--- config.mk ---
export PLATFORM = sky130hd
export DESIGN_NAME = slip_deframer_ipv4_tcp_filter_flat
export DESIGN_NICKNAME = d
export VERILOG_FILES = /design/src/hdl/slipdf_pkg.sv /design/src/hdl/slipdf_ifs.sv /design/src/hdl/slip_deframer_ipv4_tcp_filter.sv /design/src/flat_wrapper.sv
export SDC_FILE = /design/constraint.sdc
export NUM_CORES = 1
export LEC_CHECK = 0
export BUFFER_PORTS_ARGS = -buffer_cell sky130_fd_sc_hd__buf_2
export CAP_MARGIN = 0
export CORE_MARGIN = 4
export CORE_UTILIZATION = 50
export DETAILED_ROUTE_END_ITERATION = 16
export MAX_ROUTING_LAYER = met4
export PLACE_DENSITY = 0.71
export SYNTH_ARGS = -nofsm -noshare
export SYNTH_HDL_FRONTEND = slang
export SYNTH_SLANG_ARGS = --single-unit
export TNS_END_PERCENT = 10
--- constraint.sdc ---
create_clock -name clk -period 6.1 [get_ports clk]
set_input_delay 0.915 -clock clk [delete_from_list [all_inputs] [get_ports clk]]
set_output_delay 0.915 -clock clk [all_outputs]
set_load 0.05 [all_outputs]
--- src/hdl/slipdf_pkg.sv ---
package slipdf_pkg;

	// SLIP special characters
	localparam logic [7:0] BYTE_END     = 8'hC0;
	localparam logic [7:0] BYTE_ESC     = 8'hDB;
	localparam logic [7:0] BYTE_ESC_END = 8'hDC;
	localparam logic [7:0] BYTE_ESC_ESC = 8'hDD;

	// IPv4 header positions and checks
	localparam logic [15:0] MIN_HEADER_LEN = 16'd20;
	localparam logic [15:0] PROTO_POS      = 16'd9;
	localparam logic [15:0] DEST_POS       = 16'd16;
	localparam logic [15:0] DEST_POS_END   = 16'd19;
	localparam logic [3:0]  IPV4_VERSION   = 4'd4;

	// configuration register indexes and reset values
	localparam int unsigned CFG_IDX_W = 1;
	localparam int unsigned CFG_DAT_W = 16;
	localparam logic [CFG_IDX_W-1:0] REG_MAX_PACKET_LEN  = 1'd0;
	localparam logic [CFG_IDX_W-1:0] REG_WANTED_PROTOCOL = 1'd1;
	localparam logic [15:0] MAX_PACKET_LEN_RST  = 16'd1600;
	localparam logic [7:0]  WANTED_PROTOCOL_RST = 8'd6;

	// result kinds
	localparam logic [1:0] KIND_DATA   = 2'd0;
	localparam logic [1:0] KIND_ACCEPT = 2'd1;
	localparam logic [1:0] KIND_DROP   = 2'd2;
	localparam logic [1:0] KIND_OVF    = 2'd3;

	typedef struct packed {
		logic [1:0]  kind;
		logic [7:0]  data_byte;
		logic [15:0] byte_index;
		logic [15:0] frame_length;
		logic [31:0] dest_address;
		logic        last;
	} result_t;

endpackage

--- src/hdl/slipdf_ifs.sv ---
// raw byte channel
interface slipdf_byte_if;
	logic       valid;
	logic       ready;
	logic [7:0] rx_byte;
	modport source (output valid, output rx_byte, input ready);
	modport sink (input valid, input rx_byte, output ready);
endinterface

// decoded result channel
interface slipdf_res_if;
	logic        valid;
	logic        ready;
	logic [1:0]  kind;
	logic [7:0]  data_byte;
	logic [15:0] byte_index;
	logic [15:0] frame_length;
	logic [31:0] dest_address;
	logic        last;
	modport source (output valid, output kind, output data_byte, output byte_index,
		output frame_length, output dest_address, output last, input ready);
	modport sink (input valid, input kind, input data_byte, input byte_index,
		input frame_length, input dest_address, input last, output ready);
endinterface

// register write channel
interface slipdf_cfg_if;
	logic                               valid;
	logic                               ready;
	logic [slipdf_pkg::CFG_IDX_W-1:0]   index;
	logic [slipdf_pkg::CFG_DAT_W-1:0]   data;
	modport source (output valid, output index, output data, input ready);
	modport sink (input valid, input index, input data, output ready);
endinterface

--- src/hdl/slip_deframer_ipv4_tcp_filter.sv ---
// Channel   Dir  Beat contents
// rx_in     in   rx_byte: one raw serial byte
// res_out   out  kind, data_byte, byte_index, frame_length, dest_address, last
// cfg       in   index, data: register write (0 max_packet_len, 1 wanted_protocol)
//
// One byte is taken per cycle while ready is high; it is registered in the input stage and decoded
// from the input register against the frame state, into a two-entry result queue.
// A byte that causes two results (data then overflow) waits for the queue to empty; in a
// steady stream it leaves a bubble before its two beats, others go through one per cycle.
// Reset clears frame state, queue and input stage, and loads register defaults.
// A stalled output fills the queue and then holds the input stage, which drops ready.
module slip_deframer_ipv4_tcp_filter (
	input logic           clk,
	input logic           arst_n,
	slipdf_byte_if.sink   rx_in,
	slipdf_res_if.source  res_out,
	slipdf_cfg_if.sink    cfg
);

	// configuration registers
	logic [15:0] max_len_q;
	logic [7:0]  want_proto_q;

	// input stage
	logic       valid_s1;
	logic [7:0] byte_s1;

	// frame state
	logic        esc_q;
	logic [15:0] cnt_q;
	logic [3:0]  ver_q;
	logic [7:0]  proto_q;
	logic [31:0] dest_q;

	// result queue
	slipdf_pkg::result_t r0_q, r1_q;
	logic [1:0] rcnt_q;

	// decode outputs
	logic        esc_d;
	logic [15:0] cnt_d;
	logic [3:0]  ver_d;
	logic [7:0]  proto_d;
	logic [31:0] dest_d;
	logic [1:0]  n_new;
	slipdf_pkg::result_t new0, new1;
	logic        do_store;
	logic [7:0]  st_byte;
	logic [15:0] cnt_inc;
	logic        frame_ok;

	logic s1_fire;
	logic in_ready;
	logic pop;
	logic [1:0] rcnt_pop;

	assign cfg.ready = 1'b1;

	// register writes
	always_ff @(posedge clk or negedge arst_n) begin
		if (!arst_n) begin
			max_len_q    <= slipdf_pkg::MAX_PACKET_LEN_RST;
			want_proto_q <= slipdf_pkg::WANTED_PROTOCOL_RST;
		end else if (cfg.valid) begin
			case (cfg.index)
				slipdf_pkg::REG_MAX_PACKET_LEN:  max_len_q <= cfg.data;
				slipdf_pkg::REG_WANTED_PROTOCOL: want_proto_q <= cfg.data[7:0];
				default: ;
			endcase
		end
	end

	// byte decode, frame counting and header capture
	always_comb begin
		esc_d    = esc_q;
		cnt_d    = cnt_q;
		ver_d    = ver_q;
		proto_d  = proto_q;
		dest_d   = dest_q;
		n_new    = 2'd0;
		new0     = '0;
		new1     = '0;
		do_store = 1'b0;
		st_byte  = byte_s1;
		cnt_inc  = cnt_q + 16'd1;
		frame_ok = (cnt_q >= slipdf_pkg::MIN_HEADER_LEN) && (ver_q == slipdf_pkg::IPV4_VERSION)
			&& (proto_q == want_proto_q);

		if (esc_q) begin
			esc_d = 1'b0;
			if (byte_s1 == slipdf_pkg::BYTE_ESC_END) begin
				do_store = 1'b1;
				st_byte  = slipdf_pkg::BYTE_END;
			end else if (byte_s1 == slipdf_pkg::BYTE_ESC_ESC) begin
				do_store = 1'b1;
				st_byte  = slipdf_pkg::BYTE_ESC;
			end
		end else if (byte_s1 == slipdf_pkg::BYTE_END) begin
			// empty frame gives nothing
			if (cnt_q != 16'd0) begin
				n_new             = 2'd1;
				cnt_d             = 16'd0;
				new0.kind         = frame_ok ? slipdf_pkg::KIND_ACCEPT : slipdf_pkg::KIND_DROP;
				new0.frame_length = cnt_q;
				new0.dest_address = frame_ok ? dest_q : 32'd0;
				new0.last         = 1'b1;
			end
		end else if (byte_s1 == slipdf_pkg::BYTE_ESC) begin
			esc_d = 1'b1;
		end else begin
			do_store = 1'b1;
		end

		if (do_store) begin
			if (cnt_q == 16'd0)
				ver_d = st_byte[7:4];
			if (cnt_q == slipdf_pkg::PROTO_POS)
				proto_d = st_byte;
			if (cnt_q >= slipdf_pkg::DEST_POS && cnt_q <= slipdf_pkg::DEST_POS_END)
				dest_d = {dest_q[23:0], st_byte};
			new0.kind       = slipdf_pkg::KIND_DATA;
			new0.data_byte  = st_byte;
			new0.byte_index = cnt_q;
			// overflow: count restarts, overflow result follows the data beat
			if (cnt_inc >= max_len_q) begin
				n_new     = 2'd2;
				cnt_d     = 16'd0;
				new0.last = 1'b0;
				new1.kind = slipdf_pkg::KIND_OVF;
				new1.last = 1'b1;
			end else begin
				n_new     = 2'd1;
				cnt_d     = cnt_inc;
				new0.last = 1'b1;
			end
		end
	end

	// handshake control
	assign s1_fire  = valid_s1 && ({1'b0, n_new} <= (3'd2 - {1'b0, rcnt_q}));
	assign in_ready = !valid_s1 || s1_fire;
	assign rx_in.ready = in_ready;
	assign pop      = res_out.valid && res_out.ready;
	assign rcnt_pop = rcnt_q - {1'b0, pop};

	// input register
	always_ff @(posedge clk or negedge arst_n) begin
		if (!arst_n)
			valid_s1 <= 1'b0;
		else if (in_ready)
			valid_s1 <= rx_in.valid;
	end

	always_ff @(posedge clk) begin
		if (in_ready && rx_in.valid)
			byte_s1 <= rx_in.rx_byte;
	end

	// frame state update
	always_ff @(posedge clk or negedge arst_n) begin
		if (!arst_n) begin
			esc_q   <= 1'b0;
			cnt_q   <= 16'd0;
			ver_q   <= 4'd0;
			proto_q <= 8'd0;
			dest_q  <= 32'd0;
		end else if (s1_fire) begin
			esc_q   <= esc_d;
			cnt_q   <= cnt_d;
			ver_q   <= ver_d;
			proto_q <= proto_d;
			dest_q  <= dest_d;
		end
	end

	// result queue: pop shifts, new results append
	always_ff @(posedge clk or negedge arst_n) begin
		if (!arst_n)
			rcnt_q <= 2'd0;
		else
			rcnt_q <= rcnt_pop + (s1_fire ? n_new : 2'd0);
	end

	always_ff @(posedge clk) begin
		if (pop)
			r0_q <= r1_q;
		if (s1_fire && n_new != 2'd0) begin
			if (rcnt_pop == 2'd0) begin
				r0_q <= new0;
				r1_q <= new1;
			end else begin
				r1_q <= new0;
			end
		end
	end

	assign res_out.valid        = (rcnt_q != 2'd0);
	assign res_out.kind         = r0_q.kind;
	assign res_out.data_byte    = r0_q.data_byte;
	assign res_out.byte_index   = r0_q.byte_index;
	assign res_out.frame_length = r0_q.frame_length;
	assign res_out.dest_address = r0_q.dest_address;
	assign res_out.last         = r0_q.last;

	// queue never overfills
	a_rcnt_max: assert property (@(posedge clk) disable iff (!arst_n)
		rcnt_q != 2'd3)
		else $error("result queue overfilled");

	// a byte with two results only enters an empty queue
	a_pair_empty: assert property (@(posedge clk) disable iff (!arst_n)
		(s1_fire && n_new == 2'd2) |-> rcnt_q == 2'd0)
		else $error("result pair pushed into busy queue");

	// a non-final data beat is followed by the overflow beat
	a_ovf_follows: assert property (@(posedge clk) disable iff (!arst_n)
		(rcnt_q == 2'd2 && r0_q.kind == slipdf_pkg::KIND_DATA && !r0_q.last)
			|-> r1_q.kind == slipdf_pkg::KIND_OVF)
		else $error("overflow beat missing after data beat");

	// overflow beats always close their byte
	a_ovf_last: assert property (@(posedge clk) disable iff (!arst_n)
		(res_out.valid && res_out.kind == slipdf_pkg::KIND_OVF) |-> res_out.last)
		else $error("overflow beat without last");

endmodule
--- src/flat_wrapper.sv ---
// flat-port wrapper written by rule: the top's interface ports become plain ports
module slip_deframer_ipv4_tcp_filter_flat 
  (clk, arst_n, rx_in_valid, rx_in_rx_byte, rx_in_ready, res_out_valid, res_out_kind, res_out_data_byte, res_out_byte_index, res_out_frame_length, res_out_dest_address, res_out_last, res_out_ready, cfg_valid, cfg_index, cfg_data, cfg_ready);
  slipdf_byte_if rx_in_i ();
  slipdf_res_if res_out_i ();
  slipdf_cfg_if cfg_i ();
  input logic clk;
  input logic arst_n;
  input wire logic [$bits(rx_in_i.valid)-1:0] rx_in_valid;
  input wire logic [$bits(rx_in_i.rx_byte)-1:0] rx_in_rx_byte;
  output wire logic [$bits(rx_in_i.ready)-1:0] rx_in_ready;
  output wire logic [$bits(res_out_i.valid)-1:0] res_out_valid;
  output wire logic [$bits(res_out_i.kind)-1:0] res_out_kind;
  output wire logic [$bits(res_out_i.data_byte)-1:0] res_out_data_byte;
  output wire logic [$bits(res_out_i.byte_index)-1:0] res_out_byte_index;
  output wire logic [$bits(res_out_i.frame_length)-1:0] res_out_frame_length;
  output wire logic [$bits(res_out_i.dest_address)-1:0] res_out_dest_address;
  output wire logic [$bits(res_out_i.last)-1:0] res_out_last;
  input wire logic [$bits(res_out_i.ready)-1:0] res_out_ready;
  input wire logic [$bits(cfg_i.valid)-1:0] cfg_valid;
  input wire logic [$bits(cfg_i.index)-1:0] cfg_index;
  input wire logic [$bits(cfg_i.data)-1:0] cfg_data;
  output wire logic [$bits(cfg_i.ready)-1:0] cfg_ready;
  assign rx_in_i.valid = rx_in_valid;
  assign rx_in_i.rx_byte = rx_in_rx_byte;
  assign rx_in_ready = rx_in_i.ready;
  assign res_out_valid = res_out_i.valid;
  assign res_out_kind = res_out_i.kind;
  assign res_out_data_byte = res_out_i.data_byte;
  assign res_out_byte_index = res_out_i.byte_index;
  assign res_out_frame_length = res_out_i.frame_length;
  assign res_out_dest_address = res_out_i.dest_address;
  assign res_out_last = res_out_i.last;
  assign res_out_i.ready = res_out_ready;
  assign cfg_i.valid = cfg_valid;
  assign cfg_i.index = cfg_index;
  assign cfg_i.data = cfg_data;
  assign cfg_ready = cfg_i.ready;
  slip_deframer_ipv4_tcp_filter u_core (.clk(clk), .arst_n(arst_n), .rx_in(rx_in_i), .res_out(res_out_i), .cfg(cfg_i));
endmodule
==> out/summary.txt, run 1 <==
Syn nets: 953
Fin. Hold Viols: 0
Clock Power Share: 23.0%
Vias in the first global route: 7205
Vias per cell: 5.616
Status: completed
Crit Path Category: reg -> out
GRT Util Overall: 20.44%
WP buf/inv: 1
WP data arrival: 4780 ps
CTS tree: built
Clk sinks: 246
Max Cap Violations: 0
Post-synth top flop: edfxtp_1
Cells taking the most area after synthesis: edfxtp_1 (23%), dfrtp_1 (19%), dfxtp_1 (14%)
Worst-path maximum fanout: 11
Rows: 53
Max Freq: 0.1755 GHz
Slew HR: 36.59%
Power Internal: 0.004386 W
Drt pass-1 iters: 4
Peak VDD IR: 0.2541 mV
Area leader, netlist: edfxtp_1
Die width: 155.5 µm
First-pass GRT wire length: 39.16 mm
Largest family of logic cells by synthesized area: multiplexers
Switching Share: 40.32%
Fin Setup TNS: 0 ps
Post-synthesis compound-gate area fraction: 9.246%
Slew at the pin closest to its max-slew limit: 946.9 ps
Critical path startpoint category: flip-flop
R2R depth: 18
Drt total wl: 24.16 mm
Mux share of post-synthesis cell area: 13.21%
Most used cell along the critical path: ha_1
Final non-filler cell total: 1280
Drt drc: 0
Comb pwr share: 38.3%
CTS Buffer Depth: 3
Post-Synth XOR/XNOR Area: 2.012%
Leak: 5.486 nW
Reg2reg end: u_core.dest_q[19]
PwrDens: 582.0 nW/µm²
Slew Limit Fails: 0
Clk slew on worst S/H paths: 60 ps
Family with the most delay on the worst path: simple AND/OR/NAND/NOR gates
Clock Skew: 10.69 ps
Antenna Cells: 0
Largest net degree at the start of global routing: 65
Vias: 7188
Area Growth Syn to Fin: 16.05%
Psw: 0.002964 W
Final setup fails: 0
Die area: 24180 µm²
Final GP Congestion: 0.8613
Number of routed nets with antenna violations: 0
Critical Path Sink Type: primary output
Yosys top cell area share: 22.91%
Nets@finish: 1040
Reg2reg setup slack: 780 ps
DP Cell Count: 1232
Area share of and/or/nand/nor cells after synthesis: 12.04%
Minimum clock period after layout: 5697 ps
Ys async rst share: 35.77%
Core Area: 21220 µm²
Period Utilization, post-route: 93.40%
Hold_ws: 304.1 ps
Post-synthesis sequential area ratio: 57.00%
DP Area: 11680 µm²
Gr ovfl total: 0
RSZ-0062 raised after global routing: false
Yosys warns: 0
Io pins: 108
Clock latency on the worst-skew pair: 520 ps
Slowest stage cell, crit path: or3_1
PortBufs: 106
Post-synth EDFFs: 83
Initial drt markers: 425
Syn Inst Count: 898
DPL Wire Length: 15.90 mm
Hold WC Path Type: in -> async
Worst path cell trace: ha_1 > nand3_1 > or3_1 > nand2b_1 > xnor2_1 > ha_1 > and4_1 > nand2_1 > or3_1 > and3_1 > a21oi_1 > ha_1 > a21oi_1 > o21a_1 > nand2_1 > buf_2
Clk root buf: clkbuf_16
Initial core utilization: 51.27%
Layout cells sized above 1: 24.38%
Post-synthesis adder-cell area fraction: 2.875%
Synthesis-stage register bit count: 246
Total number of H-tree levels: 1
TritonCTS Buffers: 26
Total power: 0.007350 W
Die H: 155.5 µm
Design area: 12630 µm²
Initial antenna violation count: 0
Yosys cell types: 60
Flop pwr share: 38.7%
CP Data Required Time: 5180 ps
CP peak stage delay: 540 ps
Post-Syn Area: 10880 µm²
Avg Cell Area, Syn: 12.12 µm²
Drt wl/cell: 18.88 µm
Reg2reg start: u_core.cnt_q[0]
Levels on crit path: 16
## registers in the layout (all words and copies together) (netlist names), 2 cells and up
name	flops
u_core.res_out.kind	2
u_core.res_out.byte_index	16
u_core.cnt_q	16
u_core.res_out.frame_length	16
u_core.r1_q	75
u_core.want_proto_q	8
u_core.res_out.data_byte	8
u_core.byte_s1	8
u_core.rcnt_q	2
u_core.max_len_q	16
u_core.dest_q	32
u_core.ver_q	4
u_core.proto_q	8
u_core.res_out.dest_address	32
## cell type report
class                      instances  area, µm²
clock buffer                      37      794.5
clock inverter                    11      151.4
fill                            1752       8593
inverter                          24      93.84
multi-input combinational        561       4319
sequential                       246       6203
tap                              275      344.1
timing repair buffer             126      720.7
## what timing repair did
action,in CTS,in global routing
gates resized for setup,0,1
setup buffers,0,0
hold buffers,0,0
setup endpoints to repair,0,1
## layout by cell type, fill, tap and decap left out, types with 4 or more instances in the layout
cell type,instances
and2_1,34
dfxtp_1,75
o2bb2ai_1,32
dfstp_2,5
edfxtp_1,83
o2111ai_1,7
nand2b_1,6
nor4_1,7
buf_2,105
and4_1,4
mux2i_1,84
o21ai_1,22
nor3_1,7
nand2_1,44
mux2_2,51
a32o_1,8
dfrtp_1,82
o211ai_1,8
or2_2,4
xnor2_1,10
xor2_1,15
clkbuf_8,6
buf_4,18
nand3_1,40
nand4_1,4
o21ai_0,38
inv_1,23
nor2_1,12
clkinv_2,4
clkbuf_16,28
and3_1,40
nor2b_1,6
a21oi_1,8
ha_1,25
bufinv_16,4
## kinds of logic (layout without fill, tap and decap cells)
group / Yosys count / in the layout
AND/OR/NAND/NOR: 229 / 229
adder cells (fa/ha/maj): 25 / 25
XOR/XNOR: 25 / 25
multiplexers: 137 / 137
buffers and inverters: 91 / 198
flip-flops: 246 / 246
other: 1 / 1
AO/OA/AOI/OAI: 144 / 144
## cells in the mapped netlist, types with 2 or more instances
master / count
a32o_1: 8
nor3_1: 8
a21o_1: 3
nand2_1: 44
nor4_4: 2
and2_1: 34
a2111oi_0: 2
o21ai_1: 22
nor2_1: 13
ha_1: 25
nand4_1: 4
buf_6: 2
o21a_1: 3
o211ai_1: 8
nor4_1: 7
buf_4: 6
xor2_1: 15
nor2b_1: 8
buf_2: 8
dfrtp_1: 83
dfstp_2: 5
xnor2_1: 10
mux2_1: 2
dfxtp_1: 75
and4_1: 4
mux2i_1: 84
o2111ai_1: 7
or3_1: 2
nand2b_1: 6
mux2_2: 51
nand3_1: 40
clkbuf_1: 50
o2bb2ai_1: 32
inv_1: 24
edfxtp_1: 83
o31a_1: 3
nor3_2: 4
o21ai_0: 38
or2_2: 4
and3_1: 40
a21oi_1: 8
a31oi_1: 3
## stage by stage
step,util (%),worst slack (ps)
4_1_cts,59.50,313.5
5_1_grt,59.50,36.16
6_report,59.50,402.6
3_3_place_gp,55.04,884.9
3_5_place_dp,55.04,751.8
2_1_floorplan,-,422.4
## power groups by stage
stage          logic (W)  registers (W)  clock network [W]
6_report         0.00281        0.00284            0.00169
5_1_grt          0.00302        0.00291            0.00180
4_1_cts          0.00284        0.00285            0.00172
3_5_place_dp     0.00283        0.00287                  0
3_3_place_gp     0.00278        0.00286                  0
2_1_floorplan    0.00137        0.00351                  0
## routing by layer
metal | GRT usage [%] | vias to the layer above | part of all wire, %
li1 | - | 3456 | -
met1 | 29.12 | 3504 | 48
met2 | 31.88 | 187 | 46
met3 | 2.281 | 41 | 4.6
met4 | 4.669 | 0 | 1.7
met5 | - | - | 0
## worst max path at each step
stage / from / endpoint / slack [ps]
after floorplan: u_core.cnt_q[0] / u_core.r1_q[0] / 420
after global placement: u_core.cnt_q[0] / u_core.dest_q[28] / 880
after detailed placement: u_core.cnt_q[0] / u_core.dest_q[19] / 750
after CTS: u_core.cnt_q[0] / rx_in_ready / 310
after global routing: u_core.cnt_q[2] / rx_in_ready / 40
final: u_core.cnt_q[0] / rx_in_ready / 400
(Power assumes the default switching activity.)
==> run 2: changes to the inputs <==
PLACE_DENSITY = default   (was 0.71)
PLACE_DENSITY_LB_ADDON = 0.2   (was default)
==> run 2 against run 1 <==
Sequential power is essentially flat. Wire length grew 0.42%. Flip-flop and latch count is the same. Fmax shrank 0.59%. Critical path type unchanged. Final cell count shrank 0.16%. Non-clock buffer count shrank 2. Highest routed layer unchanged. Power shrank 2.1%.
==> out/summary.txt, run 2 (synthesis results as in run 1) <==
Initial drt markers: 579
CP peak stage delay: 480 ps
Rows: 53
Hold WC Path Type: in -> async
Max Cap Violations: 0
Largest net degree at the start of global routing: 47
Max Freq: 0.1745 GHz
Drt pass-1 iters: 5
Drt total wl: 24.27 mm
Clock latency on the worst-skew pair: 530 ps
Clk sinks: 246
Worst path cell trace: ha_1 > nand3_1 > or3_4 > nand2b_1 > xnor2_1 > ha_1 > and4_1 > nand2_1 > or3_1 > and3_2 > a21oi_1 > ha_1 > a21oi_1 > o21a_1 > nand2_1 > buf_2
First-pass GRT wire length: 39.72 mm
Area Growth Syn to Fin: 15.24%
CTS Buffer Depth: 3
Core Area: 21220 µm²
DPL Wire Length: 15.95 mm
Final GP Congestion: 0.8614
PwrDens: 574.1 nW/µm²
Gr ovfl total: 0
Io pins: 108
TritonCTS Buffers: 26
Max FFs per register: 75
Peak VDD IR: 0.2446 mV
Pre-CTS WS: 593.7 ps
GRT Util Overall: 20.73%
Clk slew on worst S/H paths: 60 ps
Status: completed
Fin. Hold Viols: 0
WP data arrival: 4820 ps
Minimum clock period after layout: 5731 ps
Hold buffer count at CTS: 0
Die area: 24180 µm²
Clk root buf: clkbuf_16
# fillers: 1759
Drt drc: 0
Initial core utilization: 51.27%
Vias in the first global route: 7187
Biggest register: u_core.r1_q
Most frequent cells in the layout: buf_2 (105), mux2i_1 (84), edfxtp_1 (83)
Slew at the pin closest to its max-slew limit: 1135 ps
PortBufs: 106
Slowest stage cell, crit path: or3_4
Clock Skew: 18.10 ps
Crit Path Category: reg -> out
Initial antenna violation count: 0
CP Data Required Time: 5180 ps
Final WS setup: 368.6 ps
Vias per cell: 5.630
Family with the most delay on the worst path: simple AND/OR/NAND/NOR gates
Die width: 155.5 µm
WP buf/inv: 1
Fin Setup TNS: 0 ps
Period Utilization, post-route: 93.96%
Die H: 155.5 µm
Critical path startpoint category: flip-flop
Drt wl/cell: 18.99 µm
Final setup fails: 0
RSZ-0062 raised after global routing: false
Layout cells sized above 1: 24.03%
Vias: 7195
CTS tree: built
Leak: 5.428 nW
Most used cell along the critical path: ha_1
Commonest non-fill, non-tap cell in the layout: buf_2
Slew Limit Fails: 0
Number of routed nets with antenna violations: 0
Total number of H-tree levels: 1
Critical Path Sink Type: primary output
Nets@finish: 1038
Slew HR: 24.06%
Worst-path maximum fanout: 11
Antenna Cells: 0
run 2: cell types whose count changed in the layout (fill, tap and decap cells not counted), sizes merged:
cell,change
bufinv,-3
clkbuf,+2
clkinv,+1
buf,-2
run 2: routing by layer:
layer	share of wire, %	up-vias	GRT usage (%)	wire, µm
met1	48	3494	30.53	11560
met5	0	-	-	0
li1	-	3466	-	-
met3	5.7	33	2.976	1375
met2	45	202	30.80	10930
met4	1.6	0	4.544	395
run 2: path summary, 6_finish.rpt:
kind	slack, ps	depth (start not counted)	startpoint	endpoint
min in group clk	490	1	u_core.dest_q[24]	u_core.res_out.dest_address[24]
max in group asynchronous	4660	2	arst_n	u_core.cnt_q[0]
min reg2reg	490	1	u_core.dest_q[24]	u_core.res_out.dest_address[24]
max reg2reg	750	17	u_core.cnt_q[1]	u_core.proto_q[5]
max	370	16	u_core.cnt_q[1]	rx_in_ready
min	370	1	arst_n	u_core.max_len_q[11]
run 2: where the power goes:
part / switching [W] / internal [W]
combinational: 0.00197 / 0.000868
sequential: 0.000368 / 0.00247
clock: 0.000629 / 0.000894
run 2: layout make-up:
type	instances	area (µm²)	area share, %
repair buffers	124	730.7	5.828
inverters	24	93.84	0.7484
multi-input cells	561	4332	34.55
clock buffers	39	750.7	5.987
clock inverters	9	82.58	0.6586
flip-flops and latches	246	6205	49.49
well taps	275	344.1	2.744
run 2: per-stage QoR:
stage | power [W] | util (%) | instances | instance area, µm² | hold slack, ps
after detailed placement | 0.005723 | 55.12 | 1230 | 11700 | 481.2
after CTS | 0.007257 | 59.04 | 1278 | 12530 | 383.9
after floorplan | 0.004877 | - | 898 | 10880 | 458.4
after global placement | 0.005666 | 55.12 | 1230 | 11700 | 477.9
after global routing | 0.007589 | 59.09 | 1278 | 12540 | 412.5
final | 0.007199 | 59.09 | 1278 | 12540 | 369.3
run 2: what timing repair did:
| action | in CTS | in global routing |
|---|---|---|
| gates resized for setup | 0 | 4 |
| endpoints found under the setup margin | 0 | 1 |
| buffers inserted | 0 | 0 |
==> run 3: changes to the inputs <==
clock period = 5.41 ns   (was 6.1 ns; I/O delays follow)
==> run 3 against run 2 <==
Worst setup slack got worse by 140 ps. Combinational power up 14%. Critical path depth unchanged. Die area unchanged. Worst hold slack got worse by 180 ps. Via count increased by 0.38%. Register-to-register slack worse by 200 ps. Non-clock buffer count rose by 9. Critical endpoint unchanged. Largest power group is now combinational cells. Highest routed layer unchanged.
==> out/summary.txt, run 3 (synthesis results as in run 1) <==
Slew at the pin closest to its max-slew limit: 1138 ps
Drt drc: 0
R2R depth: 18
Max Cap Violations: 0
CTS Buffer Depth: 3
Antenna Cells: 0
TritonCTS Buffers: 27
Leak: 5.534 nW
First-pass GRT wire length: 38.85 mm
Reg2reg end: u_core.r1_q[46]
Worst-path maximum fanout: 10
Nets@finish: 1048
Clk root buf: clkbuf_16
Total power: 0.008275 W
Biggest register: u_core.r1_q
Vias per cell: 5.603
Initial antenna violation count: 0
Drt wl/cell: 18.66 µm
Largest net degree at the start of global routing: 77
Peak VDD IR: 0.4464 mV
WP data arrival: 4370 ps
Reg2reg start: u_core.cnt_q[1]
Slew Limit Fails: 0
Max FFs per register: 75
Final GP Congestion: 0.9014
Initial core utilization: 51.27%
PortBufs: 106
Area of the multi-input gates: 4357 µm²
Critical Path Sink Type: primary output
CP Data Required Time: 4600 ps
Max Freq: 0.1931 GHz
Commonest non-fill, non-tap cell in the layout: buf_2
Hold buffer count at CTS: 0
Clk slew on worst S/H paths: 60 ps
Initial drt markers: 533
Most frequent cells in the layout: buf_2 (104), mux2i_1 (84), edfxtp_1 (83)
Total number of H-tree levels: 1
Die area: 24180 µm²
DPL Wire Length: 15.41 mm
GRT Util Overall: 20.38%
Core Area: 21220 µm²
Period Utilization, post-route: 95.73%
Drt pass-1 iters: 5
Final setup fails: 0
Die width: 155.5 µm
Critical path startpoint category: flip-flop
Number of routed nets with antenna violations: 0
Slew HR: 23.88%
Reg2reg setup slack: 550 ps
Crit Path Category: reg -> out
Minimum clock period after layout: 5179 ps
Hold_ws: 185.1 ps
Rows: 53
Layout cells sized above 1: 26.04%
Clock Skew: 13.27 ps
Drt total wl: 24.05 mm
PwrDens: 650.1 nW/µm²
CTS tree: built
Gr ovfl total: 0
Clk sinks: 246
Hold WC Path Type: in -> async
Die H: 155.5 µm
RSZ-0062 raised after global routing: false
Clock latency on the worst-skew pair: 530 ps
Vias: 7222
Status: completed
Final WS setup: 231.1 ps
Vias in the first global route: 7026
Fin. Hold Viols: 0
CP startpoint: u_core.cnt_q[1]
Io pins: 108
Pre-CTS WS: 399.7 ps
Fin Setup TNS: 0 ps
Reg area: 6210 µm²
Area Growth Syn to Fin: 16.99%
# fillers: 1779
run 3: changes by cell type in the layout (fill, tap and decap cells not counted), moves of 2 or more:
| cell | delta |
|---|---|
| dfrtp_1 | -4 |
| nand2_1 | -2 |
| dfrtp_2 | +4 |
| clkbuf_1 | -3 |
| clkbuf_8 | +7 |
| clkinv_1 | -2 |
| buf_4 | +11 |
run 3: final cells by class:
class                   instances  share of cell area [%]
well taps                     275                   2.703
flip-flops and latches        246                   48.79
clock buffers                  43                   6.566
repair buffers                133                   6.193
multi-input cells             561                   34.23
clock inverters                 7                  0.7864
inverters                      24                  0.7372
run 3: repair_timing:
item	4_1_cts	5_1_grt
pin swaps	0	1
setup buffers	0	3
setup endpoints to repair	1	1
gates resized for setup	2	8
run 3: metal layers:
layer  share of wire (%)  up-vias  track usage [%]
li1                    -     3478                -
met1                  48     3510            30.08
met2                  45      198            29.86
met3                 5.6       36            2.921
met4                 1.8        0            5.169
met5                   0        -                -
run 3: metrics by stage:
step / util [%] / cell area (µm²) / instances
6_report: 59.98 / 12730 / 1289
5_1_grt: 59.98 / 12730 / 1289
4_1_cts: 59.74 / 12680 / 1286
3_5_place_dp: 55.30 / 11740 / 1236
3_3_place_gp: 55.30 / 11740 / 1236
2_1_floorplan: - / 10910 / 898
run 3: worst max path at each step:
| stage | end | slack, ps | depth (start not counted) |
|---|---|---|---|
| floorplan | u_core.r1_q[0] | 30 | 20 |
| global placement | u_core.r1_q[21] | 500 | 18 |
| detailed placement | u_core.r1_q[20] | 400 | 18 |
| CTS | rx_in_ready | 50 | 16 |
| global route | rx_in_ready | 10 | 16 |
| finish | rx_in_ready | 230 | 16 |
run 3: power by group:
part / switching (W) / internal [W] / leakage [nW]
Sequential: 0.000386 / 0.00279 / 2.59
Clock: 0.000719 / 0.00115 / 0.465
Combinational: 0.00226 / 0.000971 / 2.48
run 3: worst max-delay path, cell delays in order (launching register included):
cell      delay, ps
dfrtp_2         430
ha_4            180
nand3_1         130
or3_4           400
nand2b_1        190
xnor2_1         140
ha_1            300
and4_1          230
nand2_4         100
or3_1           430
and3_1          230
nor2_1          110
ha_1            260
nor2b_1         160
o21a_1          200
nand2_1         130
buf_4           220
